### config.mk
export PLATFORM = sky130hd
export DESIGN_NAME = ngf_lane
export DESIGN_NICKNAME = d
export VERILOG_FILES = /design/src/rtl/ngf_pkg.sv /design/src/rtl/ngf_lane.sv
export SDC_FILE = /design/constraint.sdc
export NUM_CORES = 1
export LEC_CHECK = 0
export BUFFER_PORTS_ARGS = -buffer_cell sky130_fd_sc_hd__clkbuf_2
export CORE_UTILIZATION = 28
export CTS_CLUSTER_SIZE = 40
export DETAILED_ROUTE_END_ITERATION = 10
export SLEW_MARGIN = 5
export SYNTH_ARGS = -nofsm -noshare
export SYNTH_HDL_FRONTEND = slang
export SYNTH_SLANG_ARGS = --single-unit
export TNS_END_PERCENT = 100
### constraint.sdc
create_clock -name clock -period 16 [get_ports clock]
set_input_delay 2.4 -clock clock [delete_from_list [all_inputs] [get_ports clock]]
set_output_delay 2.4 -clock clock [all_outputs]
set_load 0.005 [all_outputs]
### src/rtl/ngf_pkg.sv
// ----------------------------------------------------------------------------
// North gradient filter package
// Shared widths, register indexes, the divide-by-nine constants and the
// window tap type used by the filter lanes and the top level.
// ----------------------------------------------------------------------------
package ngf_pkg;

   // Channel byte width and the number of channel ports on the top level.
   localparam int CHAN_W    = 8;
   localparam int MAX_LANES = 3;

   // Signed window sum: the mask keeps it within -1275..1275.
   localparam int SUM_W = 12;

   // Division by nine as a multiply by a rounded-up reciprocal and a shift.
   // Exact for every non-negative sum up to 1275.
   localparam int DIV9_MUL_W = 13;
   localparam int DIV9_SHIFT = 16;
   localparam logic [DIV9_MUL_W-1:0] DIV9_MUL = 13'd7282;

   // Coordinate fields of the result.
   localparam int COORD_W = 11;

   // Configuration port.
   localparam int CSR_DATA_W  = 12;
   localparam int CSR_INDEX_W = 1;
   localparam logic [CSR_INDEX_W-1:0] CSR_IMAGE_WIDTH  = 1'd0;
   localparam logic [CSR_INDEX_W-1:0] CSR_IMAGE_HEIGHT = 1'd1;

   // Register reset values and the width used to compare sizes.
   localparam int WIDTH_RESET  = 640;
   localparam int HEIGHT_RESET = 480;
   localparam int DIM_CMP_W    = 14;
   localparam int DIM_MIN      = 3;

   // Nine channel bytes of the 3x3 window: [row][column], row 0 is the top,
   // column 0 is the oldest column.
   typedef logic [2:0][2:0][CHAN_W-1:0] taps_type;

endpackage

### src/rtl/ngf_lane.sv
// ----------------------------------------------------------------------------
// North gradient filter lane
// Applies the north gradient mask to one channel of the 3x3 window,
// registers the signed sum, then divides by nine and clamps at zero.
// ----------------------------------------------------------------------------
module ngf_lane (
   input  logic                         clock,
   input  logic                         load,
   input  ngf_pkg::taps_type            taps,
   output logic [ngf_pkg::CHAN_W-1:0]   result
);

   localparam int SUM_W  = ngf_pkg::SUM_W;
   localparam int PROD_W = SUM_W + ngf_pkg::DIV9_MUL_W;

   logic signed [SUM_W-1:0] sum_in;
   logic signed [SUM_W-1:0] sum_ff;
   logic [PROD_W-1:0]       prod;

   // Mask: top row +1 +1 +1, middle row +1 -2 +1, bottom row -1 -1 -1.
   always_comb begin
      sum_in = $signed(SUM_W'(taps[0][0])) + $signed(SUM_W'(taps[0][1]))
             + $signed(SUM_W'(taps[0][2])) + $signed(SUM_W'(taps[1][0]))
             + $signed(SUM_W'(taps[1][2]))
             - $signed(SUM_W'({taps[1][1], 1'b0}))
             - $signed(SUM_W'(taps[2][0])) - $signed(SUM_W'(taps[2][1]))
             - $signed(SUM_W'(taps[2][2]));
   end

   always_ff @(posedge clock) begin
      if (load) begin
         sum_ff <= sum_in;
      end
   end

   // Divide by nine through the reciprocal; a sum at or below zero gives zero.
   assign prod = PROD_W'(unsigned'(sum_ff)) * PROD_W'(ngf_pkg::DIV9_MUL);

   always_comb begin
      if (sum_ff > 0) begin
         result = prod[ngf_pkg::DIV9_SHIFT +: ngf_pkg::CHAN_W];
      end else begin
         result = '0;
      end
   end

endmodule

After elaboration in Yosys (flattened, before gate mapping). Index checks and enable logic that the tools add are counted.

Output and inout bits: 8. Register bits after elaboration: 12. Memories kept: 0. Latch bits: 0. Bits in read-only memories: 0. Memory bits (writable): 0. Input bits: 74.

Muxes and demuxes: 1. $lt $le $gt $ge: 1. Shifts and indexed selects: 0. Equality and inequality tests: 0. Bitwise operators: 0. Div/mod/pow operators: 0. Reductions and logical operators: 0. Add/subtract/negate cells: 8. Multiply operators: 1.

Operators by type and width (count): 12-bit by 9-bit subtractor with 12-bit output (3); 12-bit by 12-bit multiplier with 23-bit output, second input constant (1); 11-bit by 8-bit adder with 12-bit output (1); 12-bit by 1-bit greater-than comparator with 1-bit output, second input constant (1); 12-bit by 10-bit subtractor with 12-bit output (1); 10-bit by 8-bit adder with 11-bit output (1); 9-bit by 8-bit adder with 10-bit output (1); 8-bit by 8-bit adder with 9-bit output (1); 8-bit 2-to-1 mux (1).

Longest topological paths before layout. Gate-level depths: netlist of the first run.

Word-level depth: 8. Depth in mapped cells: 18. Mapped depth without buffers: 18.

Worst setup path before layout of the first run. OpenSTA, ideal clock, no wires.

Path type: register to output. From: reg sum_ff[3]. To: out result[6] (netlist bit). Arrival time: 4388 ps. Cell stages (with the launch flop): 19. Path buffers: 0. Data required time: 13600 ps. Slack: 9212 ps. Cell sequence: edfxtp_1 > inv_1 > fa_1 > inv_1 > ha_1 > inv_1 > fa_1 > inv_1 > fa_1 > inv_1 > fa_1 > inv_1 > ha_1 > a21oi_1 > o21ai_1 > a22oi_1 > o211ai_1 > a221o_1 > mux2i_1.

Word-level cells in the longest chain between the ends: 2. Elaborated cells between the ends (all ways): 3. Those cells by class: mul: 1; order compare: 1; mux: 1.

Ends and longest elaborated chain: from (decl) (RTL line ngf_lane.sv:17) `logic signed [SUM_W-1:0] sum_ff;`; from (signal assigned) (RTL line ngf_lane.sv:32) `sum_ff <= sum_in;`; 12-bit by 12-bit multiplier with 23-bit output or 12-bit by 1-bit greater-than comparator with 1-bit output (tied branches) (RTL line ngf_lane.sv:37, ngf_lane.sv:40); 8-bit 2-to-1 mux (*) (RTL line ngf_lane.sv:40) `if (sum_ff > 0) begin`; to (decl) (RTL line ngf_lane.sv:10) `output logic [ngf_pkg::CHAN_W-1:0] result`.

Every way passes the cells marked *; elsewhere a longest branch is shown, timed or not.

Final worst setup path of the first run. Ends and elaborated chain as after synthesis.

==> metrics.md, run 1 <==
| Metric | Value |
|---|---|
| DRT Pass-1 Iters | `4` |
| Boundary pin count | `~80` |
| Period minus WS final | `between 7000 and 8000 ps` |
| CTS tree | `built` |
| Buf/Inv on CP | `7` |
| Clk root buf | `clkbuf_16` |
| Wire per inst | `roughly 10 um` |
| Max FFs per register | `12` |
| Vias in the first global route | `~3.1k` |
| Outcome | `finished clean` |
| Layout Nets | `769` |
| Top cells by area, synth | `fa_1 (38%), ha_1 (25%), inv_1 (12%)` |
| DP HPWL | `7380 um` |
| CP delay by family, top | `adder cells` |
| IO Port Bufs | `81` |
| Worst Setup Start Kind | `flop` |
| CTS Buf Count | `3` |
| Final setup violation count | `0` |
| Worst-Margin Slew | `818 ps` |
| RSZ-0062 raised after global routing | `false` |
| Setup_tns | `0 ps` |
| Layout area overhead | `16.9%` |
| Worst path required time | `13600 ps` |
| Worst hold path type | `primary input to flop` |
| Initial core utilization | `between 20% and 30%` |
| Syn nets | `685` |
| Vias per std cell | `between 4 and 5` |
| Top cell type's share of synthesized area | `38.3%` |
| Via Count | `just over 3k` |
| Cts hold-fix bufs | `0` |
| Sinks on Clock Net | `12` |
| Remaining DRCs | `0` |
| Crit-path most repeated cell | `inv_1` |
| Period utilization | `approximately 46%` |
| Die Height | `approximately 130 um` |
| CP Class | `flop to output pin` |
| Worst-case clock buffer depth | `2` |
| Fmax | `135 MHz` |
| Core Rows | `45` |
| Post-synthesis cell area | `~4400 sq um` |
| Worst EP arrival | `5020 ps` |
| Worst path slowest cell | `fa_1` |
| Routability congestion estimate | `0.857` |
| ANT cells | `0` |
| Distinct cells, synth | `39` |
| Placed instance area | `5050 sq um` |
| Commonest non-fill, non-tap cell in the layout | `inv_1` |
| Most frequent cells in the layout | `inv_1 (146), ha_1 (88), fa_1 (84), clkbuf_2 (81), nor2_1 (13)` |
| Number of synthesis warnings | `0` |
| Post-CTS sizing | `0` |
| Crit-path cells | `inv_1 -> fa_1 -> inv_1 -> ha_1 -> inv_1 -> fa_1 -> inv_1 -> fa_1 -> inv_1 -> fa_1 -> inv_1 -> ha_1 -> a21oi_1 -> o21ai_1 -> a22oi_1 -> o211ai_1 -> a221o_1 -> mux2i_1 -> clkbuf_2` |
| Sequential area share after synthesis | `8.20%` |
| DRT iter0 DRCs | `65` |
| First-pass GRT wire length | `13400 um` |
| Pin count of the biggest net entering global routing | `13` |
| Worst setup EP type | `output pin` |
| GRT Resource Usage Total | `10.1%` |
| Routed wire length | `7640 um` |
| Biggest register | `sum_ff` |
| Avg Cell Area, Syn | `10.0 sq um` |
| Worst stage delay on the critical path | `540 ps` |
| FF+latch count, synth | `12` |
| Post-synth top area cell | `fa_1` |
| Critical Path Fanout Max | `3` |
| Max Transition Viols Final | `0` |
| Largest regs | `sum_ff: 12 flops` |
| Gr ovfl total | `0` |
| Initial antenna violation count | `0` |
| Max_cap viols | `0` |
| Core Area | `15300 sq um` |
| Final hold vios | `0` |
| Final Cell Area | `5130 sq um` |
| Clock transition at path regs | `~40 ps` |
| Die Span X | `approximately 130 um` |
| Antenna Violating Nets Remaining | `0` |
| Htree depth | `1` |
| Total die area | `16200 sq um` |
| Layout cells sized above 1 | `between 10% and 20%` |
| Worst rel slew slack | `44.9%` |
| Setup Buffers After CTS | `0` |
| Cells after Synth | `439` |
## per-layer routing
metal | wire, um | up-vias | GRT usage, %
met1 | 3270 | 1457 | 13.0
met2 | 4070 | 44 | 18.3
met3 | 174 | 9 | 0.838
met4 | 125 | 0 | 2.80
li1 | - | 1508 | -
met5 | 0 | - | 0
## final timing paths
| check | start | endpoint | cells past startpoint |
|---|---|---|---|
| worst max-delay path | sum_ff[3]$_DFFE_PP_ | result[6] | 19 |
| worst min-delay path | load | sum_ff[5]$_DFFE_PP_ | 1 |
## stage by stage
stage          hold slack (ps)  worst slack, ps  cells  utilization [%]
6_report                  2630             8580    733             33.6
5_1_grt                   2660             8280    733             33.6
4_1_cts                   2640             8550    733             33.6
3_5_place_dp              2890             8820    729             33.1
3_3_place_gp              2890             8880    729             33.1
2_1_floorplan             2510             9210    439                -
## layout make-up
cell class / count / area, sq um
inverter: 146 / 548
multi-input combinational: 279 / 3480
clock inverter: 1 / 3.75
fill: 1575 / 10100
timing repair buffer: 81 / 405
clock buffer: 3 / 75.1
tap: 211 / 264
sequential: 12 / 360
## kinds of logic after synthesis
| logic type | count (synthesis) | synth area share [%] |
|---|---|---|
| AND/OR/NAND/NOR | 43 | 4.70 |
| AO/OA/AOI/OAI | 43 | 6.75 |
| buffers and inverters | 148 | 12.6 |
| multiplexers | 5 | 1.17 |
| flip-flops | 12 | 8.20 |
| adder cells (fa/ha/maj) | 172 | 63.3 |
| XOR/XNOR | 16 | 3.19 |
## cells in the mapped netlist
cell and number:
nor2b_1 2, nand3_1 4, nand4b_1 1, nand2b_1 2, a21oi_1 9, o41a_1 1
o211ai_1 2, nor3b_1 1, or3_1 1, a21o_1 7, inv_1 146, or2_2 2
o21ai_1 4, a21boi_0 1, ha_1 88, o21ai_0 6, fa_1 84, o21bai_1 3
nand3b_1 1, a221oi_2 1, edfxtp_1 12, a31oi_1 1, mux2_1 1, nor2_1 13
a311oi_1 1, a221o_1 1, a211oi_2 1, xnor2_1 12, nand4_1 3, a21boi_1 1
clkbuf_1 2, xor2_1 4, a22oi_1 1, mux2i_1 4, nand2_1 11, o21a_2 1
nor3_1 2, a21oi_2 1, o21a_1 1
Power of run 1 is left out: the tool's default activity adds up to more than one toggle a clock period on the data nets, which glitch-free logic cannot reach.
==> inputs of run 2 (changes only) <==
Settings changed: ABC_AREA from default to 1.
Clock period 16 ns to 6.3 ns, I/O delays scaled along.
==> run 2 against run 1 <==
Compared with the run above: clock-buffer cell count is the same; first-iteration DRC count grew 6.2%; non-clock buffer count is the same; sequential share of layout area shrank 0.37 points; synthesized cell count grew 21%; final cell count grew 13%; utilization grew 0.12 points.
==> metrics.md, run 2 <==
| Metric | Value |
|---|---|
| Remaining DRCs | `0 (unchanged)` |
| Largest regs | `sum_ff: 12 flops` |
| Fin Hold WS | `1160 ps (-1470 ps)` |
| Boundary pin count | `82 (unchanged)` |
| Die Height | `131 um (+3.1%)` |
| Avg Cell Area, Syn | `8.83 sq um (-12%)` |
| Core Area | `16100 sq um (+5.2%)` |
| Worst-Margin Slew | `818 ps (+0.0172 ps)` |
| Worst Hold Path EP | `sum_ff[11]$_DFFE_PP_` |
| Final Core Density | `33.8% (+0.12 points)` |
| Pin count of the biggest net entering global routing | `13 (unchanged)` |
| Vias per std cell | `4.10 (-0.51%)` |
| Worst EP arrival | `4570 ps (-450 ps)` |
| Worst Setup Start Kind | `flop` |
| Htree depth | `1 (unchanged)` |
| Antenna Violating Nets Remaining | `0 (unchanged)` |
| Max FFs per register | `12 (unchanged)` |
| CTS tree | `built` |
| Final hold vios | `0 (unchanged)` |
| DRT Pass-1 Iters | `4 (unchanged)` |
| Fillers | `1713 (+8.8%)` |
| Post-CTS sizing | `0 (unchanged)` |
| GRT Resource Usage Total | `10.3% (+0.16 points)` |
| Hold Crit Depth | `1 (unchanged)` |
| Cells after Synth | `529 (+21%)` |
| Worst setup EP type | `output pin` |
| Core Rows | `46 (+2.2%)` |
| Worst rel slew slack | `45.2% (+0.32 points)` |
| Top-count cell post-synth | `inv_1` |
| Setup Buffers After CTS | `0 (unchanged)` |
| IO Port Bufs | `81 (unchanged)` |
| Max_cap viols | `0 (unchanged)` |
| Sinks on Clock Net | `12 (unchanged)` |
| Clock transition at path regs | `40 ps (about the same)` |
| Syn nets | `775 (+13%)` |
| ANT cells | `0 (unchanged)` |
| FF+latch count, synth | `12 (unchanged)` |
| Post-synth top area cell | `fa_1` |
| Commonest non-fill, non-tap cell in the layout | `inv_1` |
| Initial antenna violation count | `0 (unchanged)` |
| Total die area | `17200 sq um (+6.2%)` |
| Die Span X | `131 um (+3.1%)` |
| DP HPWL | `8100 um (+9.8%)` |
| Max Transition Viols Final | `0 (unchanged)` |
| Top cell type's share of synthesized area | `36.0% (-2.3 points)` |
| CTS Buf Count | `3 (unchanged)` |
| Number of synthesis warnings | `0 (unchanged)` |
| Period minus WS final | `between 5000 and 6000 ps` |
| Cts hold-fix bufs | `0 (unchanged)` |
| Vias in the first global route | `3554 (+14%)` |
| Most frequent cells in the layout | `inv_1 (165), ha_1 (88), fa_1 (84), clkbuf_2 (81), nand2_1 (64)` |
| Layout cells sized above 1 | `15.7% (-1.6 points)` |
| Layout Nets | `861 (+12%)` |
| Clk root buf | `clkbuf_16` |
| Routed wire length | `8370 um (+9.6%)` |
| Sequential area share after synthesis | `7.71% (-0.49 points)` |
| Initial core utilization | `29.1% (+0.30 points)` |
| Biggest register | `sum_ff` |
| Pre-CTS setup slack | `1020 ps (-7800 ps)` |
| Worst hold path type | `primary input to flop` |
| Final setup violation count | `0 (unchanged)` |
| Async S/R FF share, synth | `0% (unchanged)` |
| Worst-case clock buffer depth | `2 (unchanged)` |
| Via Count | `3396 (+13%)` |
| Post-synth EDFFs | `12 (unchanged)` |
| Outcome | `finished clean` |
| Post-synthesis cell area | `4670 sq um (+6.3%)` |
| Main synth FF type | `edfxtp_1` |
| Final WS setup | `789 ps (-7790 ps)` |
| Period utilization | `87.5%` |
| Min-delay src | `load` |
| Fmax | `~180 MHz` |
| Critical Path Fanout Max | `3 (unchanged)` |
| Setup_tns | `0 ps (unchanged)` |
| DRT iter0 DRCs | `69 (+6.2%)` |
| RSZ-0062 raised after global routing | `false` |
| Worst path required time | `5350 ps (-8250 ps)` |
| First-pass GRT wire length | `15000 um (+12%)` |
| Distinct cells, synth | `30 (-23%)` |
| Top cells by area, synth | `fa_1 (36%), ha_1 (24%), inv_1 (13%)` |
| Layout area overhead | `16.1%` |
| CP Class | `flop to output pin` |
| Routability congestion estimate | `0.892 (+4.1%)` |
| Gr ovfl total | `0 (unchanged)` |
| Synth top cells by count | `inv_1 (165), ha_1 (88), fa_1 (84)` |
| Wire per inst | `10.1 um (-3.1%)` |
## run 2: logic make-up after synthesis
family	share of synthesized area, %
AO/OA/AOI/OAI	6.00
XOR/XNOR	2.25
adder cells (fa/ha/maj)	59.6
buffers and inverters	13.3
flip-flops	7.72
AND/OR/NAND/NOR	11.1
## run 2: how the worst max path moves through the flow
stage / startpoint / end / cells after the start
2_1_floorplan: sum_ff[3]$_DFFE_PP_ / result[7] / 20
3_3_place_gp: sum_ff[3]$_DFFE_PP_ / result[7] / 21
3_5_place_dp: sum_ff[3]$_DFFE_PP_ / result[7] / 21
4_1_cts: sum_ff[3]$_DFFE_PP_ / result[7] / 21
5_1_grt: sum_ff[3]$_DFFE_PP_ / result[3] / 20
6_report: sum_ff[3]$_DFFE_PP_ / result[4] / 20
## run 2: final cells by class
type | instances | area (sq um) | area share (%)
flip-flops and latches | 12 | 360 | 6.65
inverters | 166 | 623 | 11.5
multi-input cells | 351 | 3690 | 68.0
well taps | 216 | 270 | 4.98
clock buffers | 3 | 75.1 | 1.38
repair buffers | 81 | 405 | 7.48
## run 2: worst max-delay path, cell delays in order (launching register included)
cell and delay [ps]:
edfxtp_1 390, inv_1 120, fa_1 550, inv_1 60, ha_1 290, inv_1 70, fa_1 500, inv_1 50
fa_1 500, inv_1 60, fa_1 520, inv_1 40, ha_1 320, nand2_1 80, nand2_1 60, a31oi_1 260
o21a_1 180, nand3_1 80, nand2_1 70, nor2_1 50, clkbuf_2 100
## run 2: stage by stage
step,cells,cell area [sq um]
3_5_place_dp,826,5350
2_1_floorplan,529,4670
5_1_grt,829,5420
3_3_place_gp,826,5350
6_report,829,5420
4_1_cts,829,5420
## run 2: per-layer routing
metal,share of wire (%),vias up,global-route usage (%),wire length (um)
li1,-,1765,-,-
met1,48,1570,13.7,4060
met2,48,59,18.3,4030
met3,3.1,2,1.47,260
met4,0.29,0,0.654,24
met5,0,-,0,0
Power of run 2 is left out for the same reason.
